**src/sv/mclw_pkg.sv**
```systemverilog
// Shared types and constants for the multi-channel liveness watchdog.
// Command, event and status codes, register map, configuration and
// controller/datapath handshake structs. No dependencies.
package mclw_pkg;

    // Input commands
    localparam logic [2:0] CMD_RESET    = 3'd0;
    localparam logic [2:0] CMD_ACTIVITY = 3'd1;
    localparam logic [2:0] CMD_KICK     = 3'd2;
    localparam logic [2:0] CMD_QUERY    = 3'd3;
    localparam logic [2:0] CMD_SCAN     = 3'd4;

    // Result event codes
    localparam logic [1:0] EV_KICK    = 2'd0;
    localparam logic [1:0] EV_TIMEOUT = 2'd1;
    localparam logic [1:0] EV_QUERY   = 2'd2;

    // Channel status codes
    localparam logic [2:0] ST_UNUSED  = 3'd0;
    localparam logic [2:0] ST_OFFLINE = 3'd1;
    localparam logic [2:0] ST_UNKNOWN = 3'd2;
    localparam logic [2:0] ST_ALIVE   = 3'd3;
    localparam logic [2:0] ST_STUCK   = 3'd4;

    // Register map, index taken from paddr[4:3]
    localparam logic [1:0] REG_TIMEOUT = 2'd0;
    localparam logic [1:0] REG_SAMPLE  = 2'd1;
    localparam logic [1:0] REG_MONITOR = 2'd2;
    localparam logic [1:0] REG_ENABLE  = 2'd3;

    localparam logic [47:0] TIMEOUT_RST = 48'd1000000000;
    localparam logic [47:0] SAMPLE_RST  = 48'd1000000;
    localparam logic [3:0]  MONITOR_RST = 4'd8;
    localparam logic        ENABLE_RST  = 1'b1;

    localparam logic [31:0] KICK_MAX = 32'hFFFF_FFFF;

    typedef struct packed {
        logic [47:0] timeout_ticks;
        logic [47:0] activity_sample_ticks;
        logic [3:0]  monitor_count;
        logic        report_enable;
    } cfg_t;

    // Controller to datapath
    typedef struct packed {
        logic load;
        logic read;
        logic calc;
        logic eval;
        logic flush;
    } ctrl_cmd_t;

    // Datapath to controller
    typedef struct packed {
        logic skip;
        logic scan_more;
        logic pend_valid;
        logic out_free;
    } dp_status_t;

endpackage

```
**src/sv/mclw_cfg.sv**
```systemverilog
// APB-style configuration register file for the liveness watchdog.
// Holds timeout, sampling interval, monitor count and report enable.
// Depends on mclw_pkg.
module mclw_cfg
    import mclw_pkg::*;
(
    input  logic        aclk,
    input  logic        aresetn,
    input  logic        psel,
    input  logic        penable,
    input  logic        pwrite,
    input  logic [4:0]  paddr,
    input  logic [63:0] pwdata,
    output logic [63:0] prdata,
    output logic        pready,
    output cfg_t        cfg
);

    cfg_t cfg_reg;
    logic wr_en;

    assign wr_en  = psel & penable & pwrite;
    assign pready = 1'b1;
    assign cfg    = cfg_reg;

    always_ff @(posedge aclk) begin
        if (!aresetn) begin
            cfg_reg.timeout_ticks         <= TIMEOUT_RST;
            cfg_reg.activity_sample_ticks <= SAMPLE_RST;
            cfg_reg.monitor_count         <= MONITOR_RST;
            cfg_reg.report_enable         <= ENABLE_RST;
        end else if (wr_en) begin
            unique case (paddr[4:3])
                REG_TIMEOUT: cfg_reg.timeout_ticks         <= pwdata[47:0];
                REG_SAMPLE:  cfg_reg.activity_sample_ticks <= pwdata[47:0];
                REG_MONITOR: cfg_reg.monitor_count         <= pwdata[3:0];
                REG_ENABLE:  cfg_reg.report_enable         <= pwdata[0];
            endcase
        end
    end

    always_comb begin
        unique case (paddr[4:3])
            REG_TIMEOUT: prdata = {16'd0, cfg_reg.timeout_ticks};
            REG_SAMPLE:  prdata = {16'd0, cfg_reg.activity_sample_ticks};
            REG_MONITOR: prdata = {60'd0, cfg_reg.monitor_count};
            REG_ENABLE:  prdata = {63'd0, cfg_reg.report_enable};
        endcase
    end

endmodule

```
**src/sv/mclw_datapath.sv**
```systemverilog
// Datapath of the liveness watchdog: item registers, per-channel records,
// age subtract, status evaluation, pending result and output register.
// Depends on mclw_pkg; driven by mclw_ctrl commands.
module mclw_datapath
    import mclw_pkg::*;
#(
    parameter int NUM_CHANNELS = 8
) (
    input  logic        aclk,
    input  logic        aresetn,
    input  cfg_t        cfg,
    input  ctrl_cmd_t   cmd,
    output dp_status_t  status,
    input  logic [2:0]  s_cmd,
    input  logic [2:0]  s_channel,
    input  logic [63:0] s_now_ticks,
    input  logic [63:0] s_token,
    input  logic [7:0]  s_present_mask,
    input  logic [7:0]  s_running_mask,
    output logic        m_valid,
    input  logic        m_ready,
    output logic [2:0]  m_out_channel,
    output logic [1:0]  m_event_res,
    output logic [2:0]  m_status,
    output logic [63:0] m_age,
    output logic [31:0] m_kicks,
    output logic [63:0] m_last_token_out,
    output logic        m_last_of_run
);

    // Only channels 0..7 are addressable, so at most eight records exist
    localparam int NCH_STORE = (NUM_CHANNELS < 8) ? NUM_CHANNELS : 8;
    localparam int IDX_W     = (NCH_STORE > 1) ? $clog2(NCH_STORE) : 1;
    localparam logic [3:0] NCH_LIM = 4'(NCH_STORE);
    localparam logic [6:0] NCH_ALL = 7'(NUM_CHANNELS);

    // Per-channel records
    logic [63:0] act_mem_reg  [NCH_STORE];
    logic [31:0] kick_mem_reg [NCH_STORE];
    logic [63:0] tok_mem_reg  [NCH_STORE];
    logic [2:0]  rep_mem_reg  [NCH_STORE];

    // Item registers
    logic [2:0]  cmd_reg;
    logic [2:0]  ch_reg;
    logic [63:0] now_reg;
    logic [63:0] token_reg;
    logic [7:0]  present_reg;
    logic [7:0]  running_reg;

    // Record read and age
    logic [63:0] rd_act_reg;
    logic [31:0] rd_kicks_reg;
    logic [63:0] rd_tok_reg;
    logic [2:0]  rd_rep_reg;
    logic [63:0] age_reg;

    // Pending result
    logic        pend_valid_reg;
    logic [2:0]  pend_ch_reg;
    logic [1:0]  pend_ev_reg;
    logic [2:0]  pend_st_reg;
    logic [63:0] pend_age_reg;
    logic [31:0] pend_kicks_reg;
    logic [63:0] pend_tok_reg;

    // Output register
    logic        m_valid_reg;
    logic [2:0]  m_ch_reg;
    logic [1:0]  m_ev_reg;
    logic [2:0]  m_st_reg;
    logic [63:0] m_age_reg;
    logic [31:0] m_kicks_reg;
    logic [63:0] m_tok_reg;
    logic        m_last_reg;

    logic [IDX_W-1:0] rd_idx;
    logic [IDX_W-1:0] wr_idx;
    logic [3:0]       scan_lim;
    logic [3:0]       ch_plus;
    logic [64:0]      diff;
    logic             out_free;
    logic             skip;
    logic             scan_more;
    logic             present_bit;
    logic             running_bit;
    logic             age_gt;
    logic [31:0]      kick_next;
    logic [2:0]       st_next;
    logic [63:0]      age_next;
    logic [31:0]      kicks_next;
    logic [63:0]      tok_next;
    logic [1:0]       ev_next;
    logic             hit;
    logic             ch_in_range;

    assign scan_lim = (cfg.monitor_count < NCH_LIM) ? cfg.monitor_count : NCH_LIM;
    assign ch_plus  = {1'b0, ch_reg} + 4'd1;
    assign out_free = ~m_valid_reg | m_ready;
    assign ch_in_range = {4'd0, s_channel} < NCH_ALL;

    always_comb begin
        priority if (s_cmd > CMD_SCAN) begin
            skip = 1'b1;
        end else if (s_cmd == CMD_SCAN) begin
            skip = ~cfg.report_enable | (scan_lim == 4'd0);
        end else begin
            skip = ~ch_in_range;
        end
    end

    assign scan_more = (cmd_reg == CMD_SCAN) && (ch_plus < scan_lim);
    assign status    = '{skip: skip, scan_more: scan_more, pend_valid: pend_valid_reg,
                         out_free: out_free};

    assign rd_idx = cmd.load ? ((s_cmd == CMD_SCAN) ? '0 : s_channel[IDX_W-1:0])
                             : ch_reg[IDX_W-1:0];
    assign wr_idx = ch_reg[IDX_W-1:0];

    assign diff = {1'b0, now_reg} - {1'b0, rd_act_reg};

    // Snapshot and report decision
    assign present_bit = present_reg[ch_reg];
    assign running_bit = running_reg[ch_reg];
    assign age_gt      = age_reg > {16'd0, cfg.timeout_ticks};
    assign kick_next   = (rd_kicks_reg == KICK_MAX) ? rd_kicks_reg : rd_kicks_reg + 32'd1;

    always_comb begin
        ev_next    = (cmd_reg == CMD_KICK) ? EV_KICK
                   : ((cmd_reg == CMD_QUERY) ? EV_QUERY : EV_TIMEOUT);
        age_next   = 64'd0;
        kicks_next = 32'd0;
        tok_next   = 64'd0;
        priority if (!present_bit) begin
            st_next = ST_UNUSED;
        end else if (!running_bit) begin
            st_next = ST_OFFLINE;
        end else if (cmd_reg == CMD_KICK) begin
            // activity was just stamped, so age is zero and kicks nonzero
            st_next    = ST_ALIVE;
            kicks_next = kick_next;
            tok_next   = token_reg;
        end else begin
            st_next    = age_gt ? ST_STUCK : ((rd_kicks_reg == 32'd0) ? ST_UNKNOWN : ST_ALIVE);
            age_next   = age_reg;
            kicks_next = rd_kicks_reg;
            tok_next   = rd_tok_reg;
        end
        unique case (cmd_reg)
            CMD_KICK:  hit = ({1'b0, ch_reg} < cfg.monitor_count) && cfg.report_enable
                             && (st_next != ST_UNUSED);
            CMD_QUERY: hit = 1'b1;
            CMD_SCAN:  hit = (st_next == ST_STUCK) && (rd_rep_reg != ST_STUCK);
            default:   hit = 1'b0;
        endcase
    end

    // Records, pending and output valid flags
    always_ff @(posedge aclk) begin
        if (!aresetn) begin
            for (int i = 0; i < NCH_STORE; i++) begin
                act_mem_reg[i]  <= 64'd0;
                kick_mem_reg[i] <= 32'd0;
                tok_mem_reg[i]  <= 64'd0;
                rep_mem_reg[i]  <= ST_UNUSED;
            end
            pend_valid_reg <= 1'b0;
            m_valid_reg    <= 1'b0;
        end else begin
            if (cmd.eval) begin
                unique case (cmd_reg)
                    CMD_RESET: begin
                        act_mem_reg[wr_idx]  <= now_reg;
                        kick_mem_reg[wr_idx] <= 32'd0;
                        tok_mem_reg[wr_idx]  <= 64'd0;
                        rep_mem_reg[wr_idx]  <= ST_UNUSED;
                    end
                    CMD_ACTIVITY: begin
                        if (age_reg >= {16'd0, cfg.activity_sample_ticks}) begin
                            act_mem_reg[wr_idx] <= now_reg;
                        end
                    end
                    CMD_KICK: begin
                        act_mem_reg[wr_idx]  <= now_reg;
                        kick_mem_reg[wr_idx] <= kick_next;
                        tok_mem_reg[wr_idx]  <= token_reg;
                        if (hit) begin
                            rep_mem_reg[wr_idx] <= st_next;
                        end
                    end
                    CMD_SCAN: begin
                        if (hit) begin
                            rep_mem_reg[wr_idx] <= ST_STUCK;
                        end
                    end
                    default: begin
                    end
                endcase
            end
            priority if ((cmd.eval && hit && pend_valid_reg) || cmd.flush) begin
                m_valid_reg <= 1'b1;
            end else if (m_ready) begin
                m_valid_reg <= 1'b0;
            end
            if (cmd.eval && hit) begin
                pend_valid_reg <= 1'b1;
            end else if (cmd.flush) begin
                pend_valid_reg <= 1'b0;
            end
        end
    end

    // Payload registers
    always_ff @(posedge aclk) begin
        if (cmd.load) begin
            cmd_reg     <= s_cmd;
            ch_reg      <= (s_cmd == CMD_SCAN) ? 3'd0 : s_channel;
            now_reg     <= s_now_ticks;
            token_reg   <= s_token;
            present_reg <= s_present_mask;
            running_reg <= s_running_mask;
        end else if (cmd.eval && scan_more) begin
            ch_reg <= ch_plus[2:0];
        end
        if (cmd.load || cmd.read) begin
            rd_act_reg   <= act_mem_reg[rd_idx];
            rd_kicks_reg <= kick_mem_reg[rd_idx];
            rd_tok_reg   <= tok_mem_reg[rd_idx];
            rd_rep_reg   <= rep_mem_reg[rd_idx];
        end
        if (cmd.calc) begin
            // clamp to zero when the clock is behind the stamp
            age_reg <= diff[64] ? 64'd0 : diff[63:0];
        end
        if (cmd.eval && hit) begin
            pend_ch_reg    <= ch_reg;
            pend_ev_reg    <= ev_next;
            pend_st_reg    <= st_next;
            pend_age_reg   <= age_next;
            pend_kicks_reg <= kicks_next;
            pend_tok_reg   <= tok_next;
        end
        // pending result moves out: not last when displaced, last on flush
        if ((cmd.eval && hit && pend_valid_reg) || cmd.flush) begin
            m_ch_reg    <= pend_ch_reg;
            m_ev_reg    <= pend_ev_reg;
            m_st_reg    <= pend_st_reg;
            m_age_reg   <= pend_age_reg;
            m_kicks_reg <= pend_kicks_reg;
            m_tok_reg   <= pend_tok_reg;
            m_last_reg  <= cmd.flush;
        end
    end

    assign m_valid          = m_valid_reg;
    assign m_out_channel    = m_ch_reg;
    assign m_event_res      = m_ev_reg;
    assign m_status         = m_st_reg;
    assign m_age            = m_age_reg;
    assign m_kicks          = m_kicks_reg;
    assign m_last_token_out = m_tok_reg;
    assign m_last_of_run    = m_last_reg;

endmodule

```
**src/sv/mclw_ctrl.sv**
```systemverilog
// Controller of the liveness watchdog: sequences accept, record read,
// age subtract, evaluation, scan stepping and final flush.
// Depends on mclw_pkg; commands mclw_datapath.
module mclw_ctrl
    import mclw_pkg::*;
(
    input  logic       aclk,
    input  logic       aresetn,
    input  logic       s_valid,
    output logic       s_ready,
    input  dp_status_t status,
    output ctrl_cmd_t  cmd
);

    typedef enum logic [2:0] {
        S_IDLE,
        S_READ,
        S_CALC,
        S_EVAL,
        S_FLUSH
    } state_t;

    state_t state_reg;
    state_t state_next;
    logic   eval_go;

    // a new result displaces the pending one only if the output can take it
    assign eval_go = ~status.pend_valid | status.out_free;
    assign s_ready = (state_reg == S_IDLE);

    always_comb begin
        cmd        = '0;
        state_next = state_reg;
        unique case (state_reg)
            S_IDLE: begin
                if (s_valid) begin
                    cmd.load = 1'b1;
                    if (!status.skip) begin
                        state_next = S_CALC;
                    end
                end
            end
            S_READ: begin
                cmd.read   = 1'b1;
                state_next = S_CALC;
            end
            S_CALC: begin
                cmd.calc   = 1'b1;
                state_next = S_EVAL;
            end
            S_EVAL: begin
                if (eval_go) begin
                    cmd.eval   = 1'b1;
                    state_next = status.scan_more ? S_READ : S_FLUSH;
                end
            end
            S_FLUSH: begin
                if (!status.pend_valid) begin
                    state_next = S_IDLE;
                end else if (status.out_free) begin
                    cmd.flush  = 1'b1;
                    state_next = S_IDLE;
                end
            end
            default: state_next = S_IDLE;
        endcase
    end

    always_ff @(posedge aclk) begin
        if (!aresetn) begin
            state_reg <= S_IDLE;
        end else begin
            state_reg <= state_next;
        end
    end

endmodule

```
**src/sv/multi_channel_liveness_watchdog.sv**
```systemverilog
// Multi-channel liveness watchdog, top level.
// Input channel s_*: one command per transaction (reset, activity, kick,
// query, scan) with time stamp, token and present/running masks.
// Result channel m_*: kick reports, timeout reports and query answers;
// m_last_of_run marks the last result of a command.
// APB port: timeout, sampling interval, monitor count, report enable.
// Sequence: a command passes through accept, age subtract, evaluate and
// flush before the block takes the next one; ignored commands are only
// accepted. A scan repeats read, age subtract and evaluate per further
// monitored channel (the accept reads channel 0) on the single shared
// record read, 64-bit age subtract and evaluation path of all channels.
// A result reaches m_valid by the flush after its evaluation (kick, query)
// or when the next result of the same scan displaces it.
// The output register and a pending stage decouple the sides: the next
// command is accepted while a result still waits; a stalled receiver holds
// further results, and the controller waits in evaluate or flush.
// Reset (aresetn low, synchronous) clears all channel records and restores
// the register defaults; no clearing pass is needed.
// Depends on mclw_pkg, mclw_cfg, mclw_ctrl and mclw_datapath.
module multi_channel_liveness_watchdog
    import mclw_pkg::*;
#(
    parameter int NUM_CHANNELS = 8
) (
    input  logic        aclk,
    input  logic        aresetn,
    input  logic        psel,
    input  logic        penable,
    input  logic        pwrite,
    input  logic [4:0]  paddr,
    input  logic [63:0] pwdata,
    output logic [63:0] prdata,
    output logic        pready,
    input  logic        s_valid,
    output logic        s_ready,
    input  logic [2:0]  s_cmd,
    input  logic [2:0]  s_channel,
    input  logic [63:0] s_now_ticks,
    input  logic [63:0] s_token,
    input  logic [7:0]  s_present_mask,
    input  logic [7:0]  s_running_mask,
    output logic        m_valid,
    input  logic        m_ready,
    output logic [2:0]  m_out_channel,
    output logic [1:0]  m_event_res,
    output logic [2:0]  m_status,
    output logic [63:0] m_age,
    output logic [31:0] m_kicks,
    output logic [63:0] m_last_token_out,
    output logic        m_last_of_run
);

    cfg_t       cfg;
    ctrl_cmd_t  cmd;
    dp_status_t status;

    mclw_cfg u_cfg (
        .aclk    (aclk),
        .aresetn (aresetn),
        .psel    (psel),
        .penable (penable),
        .pwrite  (pwrite),
        .paddr   (paddr),
        .pwdata  (pwdata),
        .prdata  (prdata),
        .pready  (pready),
        .cfg     (cfg)
    );

    mclw_ctrl u_ctrl (
        .aclk    (aclk),
        .aresetn (aresetn),
        .s_valid (s_valid),
        .s_ready (s_ready),
        .status  (status),
        .cmd     (cmd)
    );

    mclw_datapath #(
        .NUM_CHANNELS (NUM_CHANNELS)
    ) u_datapath (
        .aclk             (aclk),
        .aresetn          (aresetn),
        .cfg              (cfg),
        .cmd              (cmd),
        .status           (status),
        .s_cmd            (s_cmd),
        .s_channel        (s_channel),
        .s_now_ticks      (s_now_ticks),
        .s_token          (s_token),
        .s_present_mask   (s_present_mask),
        .s_running_mask   (s_running_mask),
        .m_valid          (m_valid),
        .m_ready          (m_ready),
        .m_out_channel    (m_out_channel),
        .m_event_res      (m_event_res),
        .m_status         (m_status),
        .m_age            (m_age),
        .m_kicks          (m_kicks),
        .m_last_token_out (m_last_token_out),
        .m_last_of_run    (m_last_of_run)
    );

endmodule
```
**config.mk**
```make
export PLATFORM = sky130hd
export DESIGN_NAME = multi_channel_liveness_watchdog
export DESIGN_NICKNAME = d
export VERILOG_FILES = /design/src/sv/mclw_pkg.sv /design/src/sv/mclw_cfg.sv /design/src/sv/mclw_datapath.sv /design/src/sv/mclw_ctrl.sv /design/src/sv/multi_channel_liveness_watchdog.sv
export SDC_FILE = /design/constraint.sdc
export NUM_CORES = 2
export LEC_CHECK = 0
export ABC_AREA = 0
export BUFFER_PORTS_ARGS = -buffer_cell sky130_fd_sc_hd__buf_2
export CORE_ASPECT_RATIO = 1.25
export CORE_MARGIN = 2
export CORE_UTILIZATION = 42
export CTS_CLUSTER_DIAMETER = 80
export DETAILED_ROUTE_END_ITERATION = 10
export PLACE_DENSITY = 0.69
export SETUP_SLACK_MARGIN = 0.02
export SYNTH_ARGS = -nofsm -noshare
export SYNTH_HDL_FRONTEND = slang
export SYNTH_SLANG_ARGS = --single-unit
export TNS_END_PERCENT = 50
```
**constraint.sdc**
```tcl
create_clock -name aclk -period 29.5 [get_ports aclk]
set_clock_uncertainty 0.1 [all_clocks]
set_input_delay 5.9 -clock aclk [delete_from_list [all_inputs] [get_ports aclk]]
set_output_delay 5.9 -clock aclk [all_outputs]
set_load 0.005 [all_outputs]
```
Yosys cells after proc, flatten, opt, wreduce, memory -nomap -nowiden
Memory sizes are Yosys's and may differ from the RTL's. A register that Yosys moved wholly into a read port is not among the register bits. Index checks and enable logic that the tools add are counted.

Add/sub/neg operators: 3. Magnitude comparators: 7. Equal/unequal tests: 19. Muxes and demuxes: 83. Bitwise logic cells: 16. Reductions and logical operators: 29.

Operator list (count): 2-to-1 mux 64 bit (6); case mux 64 bit (4 select lines) (1); 2-to-1 mux 32 bit (4); OR reduction 64 bit (2); subtractor 64 x 64 -> 65 bit (1); greater-or-equal comparator 64 x 48 -> 1 bit (1); > comparator 64 x 48 -> 1 bit (1); 2-to-1 mux 3 bit (21); 2-to-1 mux 1 bit (45); adder 32 x 1 -> 32 bit, second input constant (1); == test 32 bit, second input constant (1); zero test 32 bit (1); OR reduction 32 bit (1); case mux 3 bit (5 select lines) (1); == test 3 x 2 -> 1 bit, second input constant (4); == test 3 bit, second input constant (4); AND reduction 2 bit (5); OR 1 bit (9); logical AND 1 bit (7); binary-select mux 1 bit (select 3 bit) (2); == test 3 x 1 -> 1 bit, second input constant (2); zero test 3 bit (2); != test 3 bit, second input constant (2); nonzero test 2 bit (3); other kinds (21) (30).

Register bits: 657. Memory bits (writable): 1304. Output and inout port bits: 236. Word-level logic and storage cells: 188. Memories kept: 4.

Memories: u_datapath.act_mem_reg (depth 8, bits a word 64, rd ports 1, clocked after Yosys merged registers in 1, write ports 8, line mclw_datapath.sv:38) `logic [63:0] act_mem_reg [NCH_STORE];`; u_datapath.tok_mem_reg (depth 8, bits a word 64, rd ports 1, clocked after Yosys merged registers in 1, write ports 8, line mclw_datapath.sv:40) `logic [63:0] tok_mem_reg [NCH_STORE];`; u_datapath.kick_mem_reg (depth 8, bits a word 32, rd ports 1, clocked after Yosys merged registers in 1, write ports 8, line mclw_datapath.sv:39) `logic [31:0] kick_mem_reg [NCH_STORE];`; u_datapath.rep_mem_reg (depth 8, bits a word 3, rd ports 1, clocked after Yosys merged registers in 1, write ports 8, line mclw_datapath.sv:41) `logic [2:0] rep_mem_reg [NCH_STORE];`.

Depth between registers and ports, before layout
Word-level depth: 18. Gate-level depth with buffers: 14. Gate-level depth less buffers: 13.

Modules after synthesis
Synthesis repeated with hierarchy kept, for this count alone.

Cells, all modules: 6273. Area total of the unflattened synthesis: 92531.2 um2.

By module, submodules not included: mclw_datapath (times used 1, cells each 5720, area each 87441.4 um2); mclw_cfg (times used 1, cells each 531, area each 4906.0 um2); mclw_ctrl (times used 1, cells each 22, area each 183.9 um2).

Worst setup path before layout
Ideal clock, no wire load.

Path type: input to register. Start: in s_valid. End: reg u_datapath.rd_act_reg[0], read port of u_datapath.act_mem_reg (enable). Library setup time: 0.886 ns. Arrival: 16.911 ns. Required time: 28.514 ns. Setup slack: 11.602 ns. Cell stages on the path: 2. Buffers on the path: 0. Cells stage by stage: nor2_1 -> nor3_1.

Word-level cells in the longest chain between the ends: 3. Elaborated cells on any way between the ends: 4.

Ends and longest elaborated chain: start: declaration (line multi_channel_liveness_watchdog.sv:34) `input logic s_valid,`; 2-to-1 mux 1 bit * (line mclw_ctrl.sv:36) `if (s_valid) begin`; 2-to-1 mux 1 bit * (line mclw_ctrl.sv:34) `unique case (state_reg)`; 2-to-1 mux 3 bit / logical OR 1 bit (equally long branches) (line mclw_datapath.sv:116, mclw_datapath.sv:225); end: declaration (line mclw_datapath.sv:52) `logic [63:0] rd_act_reg;`.

Mark *: on every way between the ends. The rest lies on a longest branch, timed or not. A chain may end at the register's enable or synchronous reset.

Final worst setup path
Start: in paddr[3]. End: out prdata[0].

Word-level cells in the longest chain between the ends: 2. Elaborated cells on any way between the ends: 5.

Ends and longest elaborated chain: start: declaration (line multi_channel_liveness_watchdog.sv:30) `input logic [4:0] paddr,`; == test 2 bit, or another cell as far along (line mclw_cfg.sv:43) `unique case (paddr[4:3])`; case mux 64 bit (4 select lines) * (line mclw_cfg.sv:43); end: declaration (line multi_channel_liveness_watchdog.sv:32) `output logic [63:0] prdata,`.

Mark *: on every way between the ends. The rest lies on a longest branch, timed or not. The select of a mux whose other input is x is not followed.

==> reports/results.md <==
| Result | This run |
|---|---|
| Most common library cell in the layout ignoring fill and taps | sky130_fd_sc_hd__edfxtp_1 |
| Total instance count after detailed placement | 9446 |
| Crit path max-delay cell type | sky130_fd_sc_hd__mux4_2 |
| Height of the chip | 531 um |
| Sequential cell area fraction in the yosys report | 67.1% |
| Kind of start point of the critical path | input port |
| Power dissipated by switching net loads | 1.86 mW |
| Max-slew violation count | 0 |
| Cells along the critical path | buf_4 -> buf_4 -> mux4_2 -> buf_2 |
| Period utilization | 47.1% |
| Number of warning messages in the yosys log | 0 |
| Vias in the first global route | 57400 |
| Maximum buffer depth of the clock tree | 4 |
| Max-cap viol count | 0 |
| Actual slew at the worst max-slew pin | 1.29 ns |
| Unrepaired setup endpoints after global routing | false |
| Die X-Extent | 426 um |
| Switching Share | 25.8% |
| First-pass iteration count of the detailed router | 6 |
| Part of the power in combinational logic | 13.1% |
| Number of gates resized after cts | 0 |
| Cell Pwr Density | 68.2 nW/um^2 |
| Time the worst path needs with I/O delays and setup | 13.89 ns |
| Remaining global-route overflow | 0 |
| Final HPWL DP | 153000 um |
| Post-DP Area | 98700 sq um |
| Top cell by count, worst path | sky130_fd_sc_hd__buf_4 |
| Num ports | 462 |
| Ranking of synthesized cells by area | sky130_fd_sc_hd__edfxtp_1, sky130_fd_sc_hd__mux4_2, sky130_fd_sc_hd__and2_1, sky130_fd_sc_hd__and3_1, sky130_fd_sc_hd__dfxtp_1 |
| Total track usage | 22.4% |
| Cell count after synthesis | 6394 |
| Non-filler cells, final | 9846 |
| Critical path class | input port to output port |
| Number of hold buffers added after CTS | 0 |
| Clock tree from TritonCTS | yes |
| Worst hold path stage count | 0 |
| PortBufs | 425 |
| Post-Route WL | 259000 um |
| Class of the tightest hold or removal check | register to register |
| Wire length per cell after detailed routing | 26.3 um |
| Layout area overhead | 12.9% |
| Number of buffers added for setup after CTS | 0 |
| Syn Std Cell Area | 93400 sq um |
| CTS buffer count | 216 |
| Async set-or-reset flop fraction in the synthesized netlist | 0% |
| Top_reg_cell synth | sky130_fd_sc_hd__edfxtp_1 |
| Vias | 56500 |
| Net count reported at finish | 7134 |
| Detail Route Antenna Nets | 0 |
| Relative contribution of the clock network to total power | 37.2% |
| Number of distinct library cell variants in the gate-level netlist after synthesis | 81 |
| Area of the die | 226000 sq um |
| Final total negative setup slack | 0 ns |
| Worst endpoint data arrival time | 7.89 ns |
| Sequential power share | 49.7% |
| Worst ir drop on vdd | 0.0000489 V |
| Worst reg2reg path depth | 12 |
| Commonest cells after routing, fill and taps aside | sky130_fd_sc_hd__edfxtp_1, sky130_fd_sc_hd__and2_1, sky130_fd_sc_hd__nor2_1 |
| Number of rows created at floorplan | 193 |
| Clock Root Buffer | sky130_fd_sc_hd__clkbuf_16 |
| Clk slew on worst S/H paths | 0.06 ns |
| Result of the run | finished, final reports clean |
| H-tree depth | 4 |
| CP peak stage delay | 0.67 ns |
| Global placement routability congestion | 0.922 |
| Number of storage elements in the synthesis netlist | 2124 |
| Largest net degree at the start of global routing | 123 |
| Peak Freq | 72.0 MHz |
| Final hold violation count | 0 |
| Post-route cell area | 106000 sq um |
| Detail-routed via count per cell | 5.74 |
| Share of the synthesized area in the top cell type | 64.8% |
| First-pass GRT wire length | 376000 um |
| Internal power contribution | 5.34 mW |
| Proportion of layout cells with a drive suffix above 1 | 20.2% |
| Initial antenna violation count | 23 |
| DRC Markers | 0 |
| EDFF count, synth | 2018 |
| Static leakage | 39.1 nW |
| 1st-iter DRT viols | 6263 |
| Worst hold slack | 0.316 ns |
| Core area | 221000 sq um |
| Required @ worst endpoint | 23.50 ns |
| Mean instance size in the synthesized netlist | 14.6 sq um |
| Starting density of the core | 42.2% |
| Kind of capture point of the worst setup path | output port |
| Total of endpoints with negative setup slack in the final report | 0 |
| Max transition margin | 13.4% |
| Largest fanout on the critical path | 31 |
| Clock Sink Count | 2124 |
| Worst-Skew Late Latency | 0.89 ns |
| Library cell occupying the most area in the post-synthesis netlist | sky130_fd_sc_hd__edfxtp_1 |
==> Yosys cell counts, types with 15 or more instances <==
library cell                  n
sky130_fd_sc_hd__clkbuf_1   283
sky130_fd_sc_hd__xnor2_1     48
sky130_fd_sc_hd__or3_1       24
sky130_fd_sc_hd__nor2_1     464
sky130_fd_sc_hd__a21oi_1    264
sky130_fd_sc_hd__buf_1       39
sky130_fd_sc_hd__buf_4       20
sky130_fd_sc_hd__and3_1     391
sky130_fd_sc_hd__mux4_2     329
sky130_fd_sc_hd__dfxtp_1    106
sky130_fd_sc_hd__mux2i_1     54
sky130_fd_sc_hd__o21ai_0     75
sky130_fd_sc_hd__nand2_1    448
sky130_fd_sc_hd__nor3_1      54
sky130_fd_sc_hd__nand4_1     36
sky130_fd_sc_hd__buf_2       70
sky130_fd_sc_hd__inv_1      194
sky130_fd_sc_hd__nor2b_1     23
sky130_fd_sc_hd__edfxtp_1  2018
sky130_fd_sc_hd__a21o_1      73
sky130_fd_sc_hd__xor2_1      52
sky130_fd_sc_hd__o211ai_1    26
sky130_fd_sc_hd__nor4_1      34
sky130_fd_sc_hd__mux2_2     165
sky130_fd_sc_hd__ha_1       168
sky130_fd_sc_hd__and2_1     691
sky130_fd_sc_hd__nand3_1     41
sky130_fd_sc_hd__a31oi_1     15
sky130_fd_sc_hd__nand2b_1    23
==> routing by layer <==
layer / vias up / GRT usage [%] / wire length, um
met3: 548 / 3.62 / 21300
li1: 24500 / - / -
met1: 28700 / 28.3 / 96900
met2: 2760 / 38.0 / 129000
met4: 0 / 10.0 / 12100
met5: - / 0 / 0
==> power by group through the flow <==
stage               Combinational [mW]  Sequential [mW]  Clock (mW)
floorplan                        0.654             3.60           0
global placement                 0.929             3.63           0
detailed placement               0.939             3.63           0
CTS                              0.944             3.57        2.71
global route                      1.01             3.59        2.82
finish                           0.944             3.57        2.68
==> worst paths after layout <==
| kind | from | end | slack [ns] |
|---|---|---|---|
| max | paddr[3] | prdata[0] | 15.61 |
| min | u_datapath.pend_kicks_reg[20] | u_datapath.m_kicks[20] | 0.32 |
| max reg2reg | u_datapath.ch_reg[0] | u_datapath.m_last_token_out[13] | 22.78 |
| min reg2reg | u_datapath.pend_kicks_reg[20] | u_datapath.m_kicks[20] | 0.32 |
==> cell families (layout without fill, tap and decap cells) <==
group / after synthesis / after routing / share of synthesized area [%]
adders and majority gates: 169 / 169 / 2.27
muxes: 548 / 548 / 10.5
DFF: 2124 / 2124 / 67.1
AOI/OAI and AO/OA: 563 / 563 / 3.72
xor gates and xnor gates: 100 / 100 / 0.937
other: 2 / 31 / 0.00804
and+or+nand+nor: 2278 / 2278 / 12.8
buffers and inverters: 610 / 1108 / 2.63
==> stage by stage <==
stage | setup WS, ns | util [%] | power, mW
final | 15.61 | 47.7 | 7.20
after global routing | 15.61 | 47.7 | 7.42
after CTS | 15.64 | 47.7 | 7.23
after detailed placement | 15.64 | 44.6 | 4.57
after global placement | 15.64 | 44.6 | 4.56
after floorplan | 11.60 | - | 4.25
==> layout make-up <==
cell class                 count  area (sq um)
inverter                     197           752
timing repair buffer         525          2900
clock inverter               128          1170
multi-input combinational   3675         28600
fill                       18900        116000
antenna                       14          35.0
clock buffer                 258          5630
sequential                  2124         62700
tap                         2925          3660
==> critical path, delay by kind of cell <==
kind	cells	cell delay, ns
buffers and inverters	3	1.22
multiplexers	1	0.67
No activity file was read; power rests on OpenSTA's default activity.
